**config.mk**
```make
export PLATFORM = sky130hd
export DESIGN_NAME = card_number_luhn_check_core
export DESIGN_NICKNAME = d
export VERILOG_FILES = /design/src/sv/luhn_pkg.sv /design/src/sv/luhn_ctrl.sv /design/src/sv/luhn_dp.sv /design/src/sv/card_number_luhn_check_core.sv
export SDC_FILE = /design/constraint.sdc
export NUM_CORES = 1
export LEC_CHECK = 0
export ABC_AREA = 0
export ABC_CLOCK_PERIOD_IN_PS = 3500
export BUFFER_PORTS_ARGS = -buffer_cell sky130_fd_sc_hd__buf_2
export CAP_MARGIN = 10
export CORE_MARGIN = 3
export CORE_UTILIZATION = 57
export DETAILED_ROUTE_END_ITERATION = 16
export PLACE_DENSITY = 0.81
export SYNTH_ARGS = -nofsm -noshare
export SYNTH_HDL_FRONTEND = slang
export SYNTH_SLANG_ARGS = --single-unit
export TNS_END_PERCENT = 1
```
**constraint.sdc**
```tcl
create_clock -name clk -period 3.5 [get_ports clk]
set_input_delay 0.175 -clock clk [delete_from_list [all_inputs] [get_ports clk]]
set_output_delay 0.175 -clock clk [all_outputs]
set_load 0.01 [all_outputs]
```
**src/sv/luhn_pkg.sv**
```systemverilog
// Shared types and constants for the card number Luhn check.
// Depends on nothing; used by the controller, the datapath and the top level.
package luhn_pkg;

  localparam int unsigned CARD_W         = 63;
  localparam int unsigned BIN_W          = 64;
  localparam int unsigned NUM_DIGITS     = 19;
  localparam int unsigned BCD_W          = 4 * NUM_DIGITS;
  localparam int unsigned BITS_PER_CYCLE = 4;
  localparam int unsigned CONV_CYCLES    = BIN_W / BITS_PER_CYCLE;
  localparam int unsigned CONV_CNT_W     = $clog2(CONV_CYCLES);
  localparam int unsigned COUNT_W        = 5;
  localparam int unsigned BRAND_W        = 2;

  localparam logic [BRAND_W-1:0] BRAND_NONE = 2'd0;
  localparam logic [BRAND_W-1:0] BRAND_AMEX = 2'd1;
  localparam logic [BRAND_W-1:0] BRAND_MC   = 2'd2;
  localparam logic [BRAND_W-1:0] BRAND_VISA = 2'd3;

  localparam logic [COUNT_W-1:0] LEN_13 = 5'd13;
  localparam logic [COUNT_W-1:0] LEN_15 = 5'd15;
  localparam logic [COUNT_W-1:0] LEN_16 = 5'd16;

  localparam logic [CARD_W-1:0] MC_LOW      = 63'd5100000000000000;
  localparam logic [CARD_W-1:0] MC_HIGH     = 63'd5599999999999999;
  localparam logic [CARD_W-1:0] VISA13_LOW  = 63'd4000000000000;
  localparam logic [CARD_W-1:0] VISA13_HIGH = 63'd4999999999999;
  localparam logic [CARD_W-1:0] VISA16_LOW  = 63'd4000000000000000;
  localparam logic [CARD_W-1:0] VISA16_HIGH = 63'd4999999999999999;

  typedef struct packed {
    logic load;
    logic conv_step;
    logic digit_step;
    logic finish;
  } luhn_cmd_t;

  typedef struct packed {
    logic conv_last;
    logic bcd_zero;
  } luhn_status_t;

endpackage

```
**src/sv/luhn_ctrl.sv**
```systemverilog
// Controller for the card number Luhn check: sequences conversion and digit pass.
// Depends on luhn_pkg; drives the datapath through luhn_cmd_t.
module luhn_ctrl
  import luhn_pkg::*;
(
  input  logic         clk,
  input  logic         rst,
  input  logic         start,
  input  luhn_status_t status,
  output luhn_cmd_t    cmd,
  output logic         busy,
  output logic         done
);

  typedef enum logic [1:0] {
    IDLE,
    CONV,
    DIGIT
  } state_t;

  state_t state;

  always_comb begin
    cmd = '0;
    case (state)
      IDLE:    cmd.load = start;
      CONV:    cmd.conv_step = 1'b1;
      DIGIT: begin
        cmd.digit_step = !status.bcd_zero;
        cmd.finish     = status.bcd_zero;
      end
      default: cmd = '0;
    endcase
  end

  always_ff @(posedge clk) begin
    if (rst) begin
      state <= IDLE;
      busy  <= 1'b0;
      done  <= 1'b0;
    end else begin
      done <= 1'b0;
      case (state)
        IDLE: begin
          if (start) begin
            state <= CONV;
            busy  <= 1'b1;
          end
        end
        CONV: begin
          if (status.conv_last) begin
            state <= DIGIT;
          end
        end
        DIGIT: begin
          if (status.bcd_zero) begin
            state <= IDLE;
            busy  <= 1'b0;
            done  <= 1'b1;
          end
        end
        default: begin
          state <= IDLE;
          busy  <= 1'b0;
        end
      endcase
    end
  end

endmodule

```
**src/sv/luhn_dp.sv**
```systemverilog
// Datapath for the card number Luhn check: binary-to-BCD shifter, digit pass, result registers.
// Depends on luhn_pkg; commanded by luhn_ctrl.
module luhn_dp
  import luhn_pkg::*;
(
  input  logic                clk,
  input  luhn_cmd_t           cmd,
  input  logic [CARD_W-1:0]   pan,
  output luhn_status_t        status,
  output logic [COUNT_W-1:0]  digit_count,
  output logic                length_ok,
  output logic [BRAND_W-1:0]  brand,
  output logic                luhn_ok
);

  logic [CARD_W-1:0]     num;
  logic [BIN_W-1:0]      bin;
  logic [BCD_W-1:0]      bcd;
  logic [CONV_CNT_W-1:0] conv_cnt;
  logic [COUNT_W-1:0]    digits;
  logic [3:0]            sum;
  logic                  dbl;

  logic [BIN_W-1:0]      bin_next;
  logic [BCD_W-1:0]      bcd_next;
  logic [3:0]            luhn_digit;
  logic [4:0]            twice;
  logic [4:0]            sum_wide;
  logic [3:0]            sum_next;
  logic                  len_ok_c;
  logic [BRAND_W-1:0]    brand_c;

  always_comb begin
    bcd_next = bcd;
    bin_next = bin;
    for (int k = 0; k < BITS_PER_CYCLE; k++) begin
      for (int i = 0; i < NUM_DIGITS; i++) begin
        if (bcd_next[4*i +: 4] >= 4'd5) begin
          bcd_next[4*i +: 4] = bcd_next[4*i +: 4] + 4'd3;
        end
      end
      {bcd_next, bin_next} = {bcd_next[BCD_W-2:0], bin_next, 1'b0};
    end
  end

  always_comb begin
    twice = {bcd[3:0], 1'b0};
    if (twice > 5'd9) begin
      twice = twice - 5'd9;
    end
    luhn_digit = dbl ? twice[3:0] : bcd[3:0];
    sum_wide   = {1'b0, sum} + {1'b0, luhn_digit};
    if (sum_wide >= 5'd10) begin
      sum_wide = sum_wide - 5'd10;
    end
    sum_next = sum_wide[3:0];
  end

  always_comb begin
    len_ok_c = (digits == LEN_13) || (digits == LEN_15) || (digits == LEN_16);
    if (digits == LEN_15) begin
      brand_c = BRAND_AMEX;
    end else if (num >= MC_LOW && num <= MC_HIGH) begin
      brand_c = BRAND_MC;
    end else if ((num >= VISA13_LOW && num <= VISA13_HIGH) ||
                 (num >= VISA16_LOW && num <= VISA16_HIGH)) begin
      brand_c = BRAND_VISA;
    end else begin
      brand_c = BRAND_NONE;
    end
  end

  assign status.conv_last = (conv_cnt == CONV_CNT_W'(CONV_CYCLES - 1));
  assign status.bcd_zero  = (bcd == '0);

  always_ff @(posedge clk) begin
    if (cmd.load) begin
      num      <= pan;
      bin      <= {1'b0, pan};
      bcd      <= '0;
      conv_cnt <= '0;
      digits   <= '0;
      sum      <= '0;
      dbl      <= 1'b0;
    end else if (cmd.conv_step) begin
      bin      <= bin_next;
      bcd      <= bcd_next;
      conv_cnt <= conv_cnt + 1'b1;
    end else if (cmd.digit_step) begin
      bcd    <= {4'd0, bcd[BCD_W-1:4]};
      sum    <= sum_next;
      dbl    <= !dbl;
      digits <= digits + 1'b1;
    end
    if (cmd.finish) begin
      digit_count <= digits;
      length_ok   <= len_ok_c;
      brand       <= brand_c;
      luhn_ok     <= (sum == 4'd0);
    end
  end

endmodule

```
**src/sv/card_number_luhn_check_core.sv**
```systemverilog
// Top level of the card number Luhn check: digit count, length flag, brand, Luhn flag.
// Depends on luhn_pkg, luhn_ctrl and luhn_dp.
//
// channel  | handshake    | ports
// ---------+--------------+------------------------------------------------
// command  | start / busy | pan
// result   | done strobe  | digit_count, length_ok, brand, luhn_ok
//
// A transaction first shifts the card number from binary to BCD (4 bits a cycle),
// then passes one decimal digit per cycle until the BCD value is zero, and then
// registers the results. The number of significant digits sets the length of the pass.
// Reset is synchronous; it drops busy and done. Results are valid when done is high
// for a single cycle and hold after it; a new start is taken in that same cycle.
module card_number_luhn_check_core
  import luhn_pkg::*;
(
  input  logic               clk,
  input  logic               rst,
  input  logic               start,
  input  logic [CARD_W-1:0]  pan,
  output logic               busy,
  output logic               done,
  output logic [COUNT_W-1:0] digit_count,
  output logic               length_ok,
  output logic [BRAND_W-1:0] brand,
  output logic               luhn_ok
);

  luhn_cmd_t    cmd;
  luhn_status_t status;

  luhn_ctrl u_ctrl (
    .clk    (clk),
    .rst    (rst),
    .start  (start),
    .status (status),
    .cmd    (cmd),
    .busy   (busy),
    .done   (done)
  );

  luhn_dp u_dp (
    .clk         (clk),
    .cmd         (cmd),
    .pan         (pan),
    .status      (status),
    .digit_count (digit_count),
    .length_ok   (length_ok),
    .brand       (brand),
    .luhn_ok     (luhn_ok)
  );

endmodule
```
======== Word level (Yosys, flattened, before mapping) ========
Index checks and enable logic that the tools add are counted.
storage, ports and cells
  register bits ........................... 230
  word-level logic and storage cells ...... 305
cells by class
  add/sub/neg operators ................... 81
  order comparisons ....................... 84
  equal/unequal tests ..................... 9
  muxes and demuxes ....................... 96
  bitwise gates (word level) .............. 3
  reductions and logical operators ........ 17
operators with widths
  cell                                                                                 count
  4-bit by 3-bit >= comparator with 1-bit output (second input constant)               76
  4-bit two-way mux                                                                    75
  4-bit by 2-bit adder with 4-bit output (second input constant)                       72
  76-bit two-way mux                                                                   2
  63-bit by 53-bit less-or-equal comparator with 1-bit output (second input constant)  2
  63-bit two-way mux                                                                   2
  76-bit logical NOT                                                                   1
  63-bit by 42-bit >= comparator with 1-bit output (second input constant)             1
  63-bit by 52-bit >= comparator with 1-bit output (second input constant)             1
  63-bit by 53-bit >= comparator with 1-bit output (second input constant)             1
  63-bit by 43-bit less-or-equal comparator with 1-bit output (second input constant)  1
  3-bit by 2-bit adder with 3-bit output (second input constant)                       4
  2-bit two-way mux                                                                    6
  3-bit two-way mux                                                                    4
  5-bit by 4-bit == test with 1-bit output (second input constant)                     2
  4-bit subtractor (second input constant)                                             2
  2-bit case mux with 3 select lines                                                   1
  3-bit AND reduction                                                                  2
  4-bit by 4-bit adder with 5-bit output                                               1
  5-bit by 1-bit adder with 5-bit output (second input constant)                       1
  5-bit == test (second input constant)                                                1
  5-bit by 4-bit >= comparator with 1-bit output (second input constant)               1
  5-bit by 4-bit > comparator with 1-bit output (second input constant)                1
  1-bit two-way mux                                                                    5
  16 further kinds                                                                     25

======== Depth between registers and ports, before layout ========
  word-level depth ........................ 9
  depth in mapped cells ................... 19
  gate-level depth less buffers ........... 19

======== Hierarchy ========
From an unflattened synthesis, not the netlist that was laid out.
second synthesis, totals
  cells, all modules ...................... 2,313
  area total of the unflattened synthesis .. 19,691.4 um2
by module, submodules not included
  module     times used  cells an instance  area an instance (um2)
  luhn_dp    1           2,296              19,516.2
  luhn_ctrl  1           17                 175.2

======== Least setup slack after synthesis ========
No wires, ideal clock.
  kind .................................... reg-to-reg
  from .................................... register u_dp.bcd[0]
  to ...................................... register u_dp.bcd[5]
  setup time .............................. 0.115 ns
  arrival ................................. 3.372 ns
  slack ................................... 0.014 ns
  cell stages (with the launch flop) ...... 15
  path buffers ............................ 1
  cells stage by stage .................... dfxtp_1 > clkbuf_1 > inv_1 > ha_1 > nand2b_1 > a21oi_1 > mux2i_1 > o21ai_1 > xnor2_1 > ha_1 > o21a_1 > o32ai_1 > o21ai_0 > and2_1 > o21a_1
on the way
  longest elaborated chain between the ends .. 9
  elaborated cells on any way between the ends .. 23
  those cells by class .................... add/sub (6); order compare (6); mux (8); reduce/logical (3)
ends and longest elaborated chain
  item                                                                                                      line                          source
  from (decl)                                                                                               luhn_dp.sv:18                 logic [BCD_W-1:0] bcd;
  from (signal assigned)                                                                                    luhn_dp.sv:87                 bcd <= bcd_next;
  from (signal assigned)                                                                                    luhn_dp.sv:90                 bcd <= {4'd0, bcd[BCD_W-1:4]};
  4-bit by 2-bit adder with 4-bit output or 4-bit by 3-bit >= comparator with 1-bit output (tied branches)  luhn_dp.sv:39, luhn_dp.sv:38
  4-bit two-way mux                                                                                         luhn_dp.sv:38                 if (bcd_next[4*i +: 4] >= 4'd5) begin
  4-bit by 2-bit adder with 4-bit output or 4-bit by 3-bit >= comparator with 1-bit output (tied branches)  luhn_dp.sv:39, luhn_dp.sv:38
  4-bit two-way mux                                                                                         luhn_dp.sv:38
  4-bit by 2-bit adder with 4-bit output or 4-bit by 3-bit >= comparator with 1-bit output (tied branches)  luhn_dp.sv:39, luhn_dp.sv:38
  4-bit two-way mux                                                                                         luhn_dp.sv:38
  4-bit by 2-bit adder with 4-bit output or 4-bit by 3-bit >= comparator with 1-bit output (tied branches)  luhn_dp.sv:39, luhn_dp.sv:38
  4-bit two-way mux                                                                                         luhn_dp.sv:38
  76-bit two-way mux                                                                                        luhn_dp.sv:85                 end else if (cmd.conv_step) begin
Parallel ways exist; a longest one is shown, timed or not.
A chain may end at the register's enable or synchronous reset.

======== Final worst setup path ========
  from .................................... register u_dp.bcd[40]
  to ...................................... register u_dp.bcd[42]
on the way
  longest elaborated chain between the ends .. 9
  elaborated cells on any way between the ends .. 17
  those cells by class .................... add/sub (4); order compare (4); mux (6); reduce/logical (3)
ends and longest elaborated chain
  item                                                                                                      line
  4-bit by 2-bit adder with 4-bit output or 4-bit by 3-bit >= comparator with 1-bit output (tied branches)  luhn_dp.sv:39, luhn_dp.sv:38
  4-bit two-way mux                                                                                         luhn_dp.sv:38
  4-bit by 2-bit adder with 4-bit output or 4-bit by 3-bit >= comparator with 1-bit output (tied branches)  luhn_dp.sv:39, luhn_dp.sv:38
  4-bit two-way mux                                                                                         luhn_dp.sv:38
  4-bit by 3-bit >= comparator with 1-bit output or 4-bit by 2-bit adder with 4-bit output (tied branches)  luhn_dp.sv:38, luhn_dp.sv:39
  4-bit two-way mux                                                                                         luhn_dp.sv:38
  4-bit by 2-bit adder with 4-bit output or 4-bit by 3-bit >= comparator with 1-bit output (tied branches)  luhn_dp.sv:39, luhn_dp.sv:38
  4-bit two-way mux                                                                                         luhn_dp.sv:38
  76-bit two-way mux                                                                                        luhn_dp.sv:85
Parallel ways exist; a longest one is shown, timed or not.

==> flow_metrics.tcl <==
set metrics [dict create \
    crit_required_ps 3900 \
    synth_edf_count 135 \
    drt_iter0_markers 1840 \
    clkLatencyLatePin_ps 540 \
    fin_ws_ps 34.58 \
    synth_top_area_frac 0.2272 \
    seq_area_frac_synth 0.3338 \
    cp_slowest_cell "a221oi_1" \
    post_drt_wl_per_cell_um 17.75 \
    root_buffer "clkbuf_16" \
    layout.nets 2521 \
    critical_path_buf_inv_count 3 \
    h-tree-depth 1 \
    layout.cells.non_filler 2767 \
    gr-total-overflow 0 \
    clk_pin_slew_worst_paths_ps 70 \
    syn_inst 2178 \
    reg2reg_from "u_dp.bcd[40]" \
    place_worst_setup_slack_ps -48.08 \
    critPathMaxStageDelay_ps 370 \
    die-area_sq_um 33460 \
    skew_ps 24.40 \
    synthesis.nets 2348 \
    drive_gt1_frac 0.1675 \
    rsz0062_at_grt "true" \
    yosys_warnings 0 \
    setup.worst_path.start "u_dp.bcd[40]" \
    synth_commonest_cells "302 x nand2_1, 195 x a21oi_1, 158 x nor2_1, 156 x o21ai_0, 135 x edfxtp_1" \
    post_synth_num_cell_types 81 \
    dp_hpwl_um 33240 \
    regToRegSetupSlack_ps 30 \
    grt_pass1_wl_um 77580 \
    setup_viol 0 \
    place_congestion 0.9090 \
    syn_area_per_cell_sq_um 8.193 \
    drt_wl_total_um 49120 \
    tns_ps 0 \
    hp-class "in -> reg" \
    min-delay-start "pan[61]" \
    core_sq_um 30750 \
    cts_buffer_depth 3 \
    yosysMostFrequentCell "nand2_1" \
    outcome "finished, violations left" \
    grt_max_degree 89 \
    vias_per_cell 6.270 \
    areaGrowthSynthToFinish_pct 18.05 \
    cts_tree "built" \
    grt_antenna_before_repair 1 \
    chipWidth_um 182.9 \
    finalHoldViolCount 0 \
    port-buffer-count 76 \
    drc_errors 1 \
    antenna_left 0 \
    path_cells "inv_1, ha_1, nand2b_1, a21oi_2, xnor2_2, ha_1, inv_1, a21o_1, a31oi_1, inv_1, ha_1, nor3_1, o21bai_2, nor2_1, a21oi_1, a221oi_1" \
    dr.pass1.iters 12 \
    violations "DRC" \
    cts.sinks 230 \
    max-cap-violations 0 \
    async_flop_share 0 \
    vias 17350 \
    relSlewSlack 0.3065 \
    fmax_mhz 288.6 \
    synthesis.area_sq_um 17840 \
    cp-start-kind "flip-flop" \
    dp.cells 2641 \
    period_share 0.9901 \
    end_kind "flip-flop" \
    grtUsageTotal 0.2733 \
    num_rows 64 \
    synthFlopType "edfxtp_1" \
    synth_area_leaders "edfxtp_1 23%, dfxtp_1 11%, ha_1 7.2%" \
    cts_buffers 25 \
    cp_max_fo 6 \
    synth_area_leader_cell "edfxtp_1" \
    cp_data_arrival_time_ps 3860 \
    die_h_um 182.9 \
    critPathTopFamily "compound AO/OA/AOI/OAI gates" \
    maxSlewViolCount 0 \
    ios 77 \
    fin_crit_ps 3465 \
    grt_pass1_vias 16340 \
    tightestPinTransition_ps 1040 \
    ys_ff_latch 230 \
    critPathKind "reg -> reg" \
    start_util 0.5803 \
]
[sequential cells by signal, summed over array words and instances, names as in the netlist]
register          flops
u_dp.brand            2
u_dp.dbl              1
u_dp.sum              4
u_dp.digits           5
u_ctrl.busy           1
u_dp.luhn_ok          1
u_dp.bcd             76
u_dp.num             63
u_dp.digit_count      5
u_ctrl.done           1
u_dp.length_ok        1
u_ctrl.state          2
u_dp.conv_cnt         4
u_dp.bin             64
[layout make-up]
type                            instances  area, sq um
Timing Repair Buffer                  235         1774
Antenna cell                            1        2.502
Clock inverter                         17        130.1
Clock buffer                           29        640.6
Tap cell                              396        495.5
Multi-Input combinational cell       1741        11600
Fill cell                            2337         9686
Inverter                              118        447.9
Sequential cell                       230         5977
[stage by stage]
step | hold WS (ps) | instance area, sq um | utilization
2_1_floorplan | 244.1 | 17840 | -
3_3_place_gp | 366.7 | 18980 | 0.6173
3_5_place_dp | 367.2 | 18980 | 0.6173
4_1_cts | 358.9 | 20420 | 0.6639
5_1_grt | 362.1 | 21060 | 0.6850
6_report | 380.2 | 21060 | 0.6850
[cell usage in the layout (no fill, tap or decap), types with 25 or more instances in the layout]
cell,synthesis,final
dfxtp_1,95,80
nor2_1,158,155
edfxtp_1,135,135
o21ai_0,156,144
nand2b_1,39,39
nand2_1,302,300
a22oi_1,25,25
a21oi_1,195,170
a31oi_1,39,33
nor4_1,30,28
ha_1,103,100
nor3b_1,29,25
nor2b_1,29,27
nor3_1,55,48
a211oi_1,37,33
mux2_2,31,30
o21ai_1,25,37
inv_1,117,114
xnor2_1,53,37
clkbuf_16,0,25
mux2i_1,67,56
buf_4,0,91
buf_2,10,76
dlygate4sd3_1,0,65
nand3_1,26,26
[worst reg2reg max path: stages, from the launching register on]
cell      delay (ps)
dfxtp_1          340
inv_1            170
ha_1             230
nand2b_1         100
a21oi_2          270
xnor2_2          210
ha_1             220
inv_1             40
a21o_1           150
a31oi_1          240
inv_1             70
ha_1             230
nor3_1           280
o21bai_2         150
nor2_1           170
a21oi_1           90
a221oi_1         370
[routing by layer]
metal  wire length, um  global-route usage
met1             20890              0.3516
met5                 0                   0
met3              3219             0.03947
met2             23780              0.4769
met4              1233             0.08653
[worst paths after layout]
check | cells past startpoint | to
max | 16 | u_dp.bcd[42]
min | 2 | u_dp.num[61]
max reg2reg | 16 | u_dp.bcd[42]
min reg2reg | 2 | u_dp.bcd[73]
[cells by family (layout without fill, tap and decap cells)]
kind of cell / after synthesis / after routing / share of synthesized area
fa+ha+maj: 104 / 104 / 0.07335
mux: 103 / 103 / 0.06030
other cells: 0 / 1 / 0
compound gates: 678 / 678 / 0.2366
buf+inv: 207 / 399 / 0.04719
xor+xnor: 76 / 76 / 0.03730
simple gates: 780 / 780 / 0.2115
flops: 230 / 230 / 0.3338
[repair_timing]
| action | 4_1_cts | 5_1_grt |
|---|---|---|
| gates cloned | 0 | 0 |
| resized for setup | 4 | 133 |
| pin swaps | 0 | 23 |
| hold endpoints to repair | 127 | 0 |
| setup buffers | 0 | 14 |
| hold buffers | 65 | 0 |
| endpoints found under the setup margin | 10 | 71 |
Power is not shown: default switching activity piles up to over one toggle a cycle in this logic, so the estimate is an artifact.
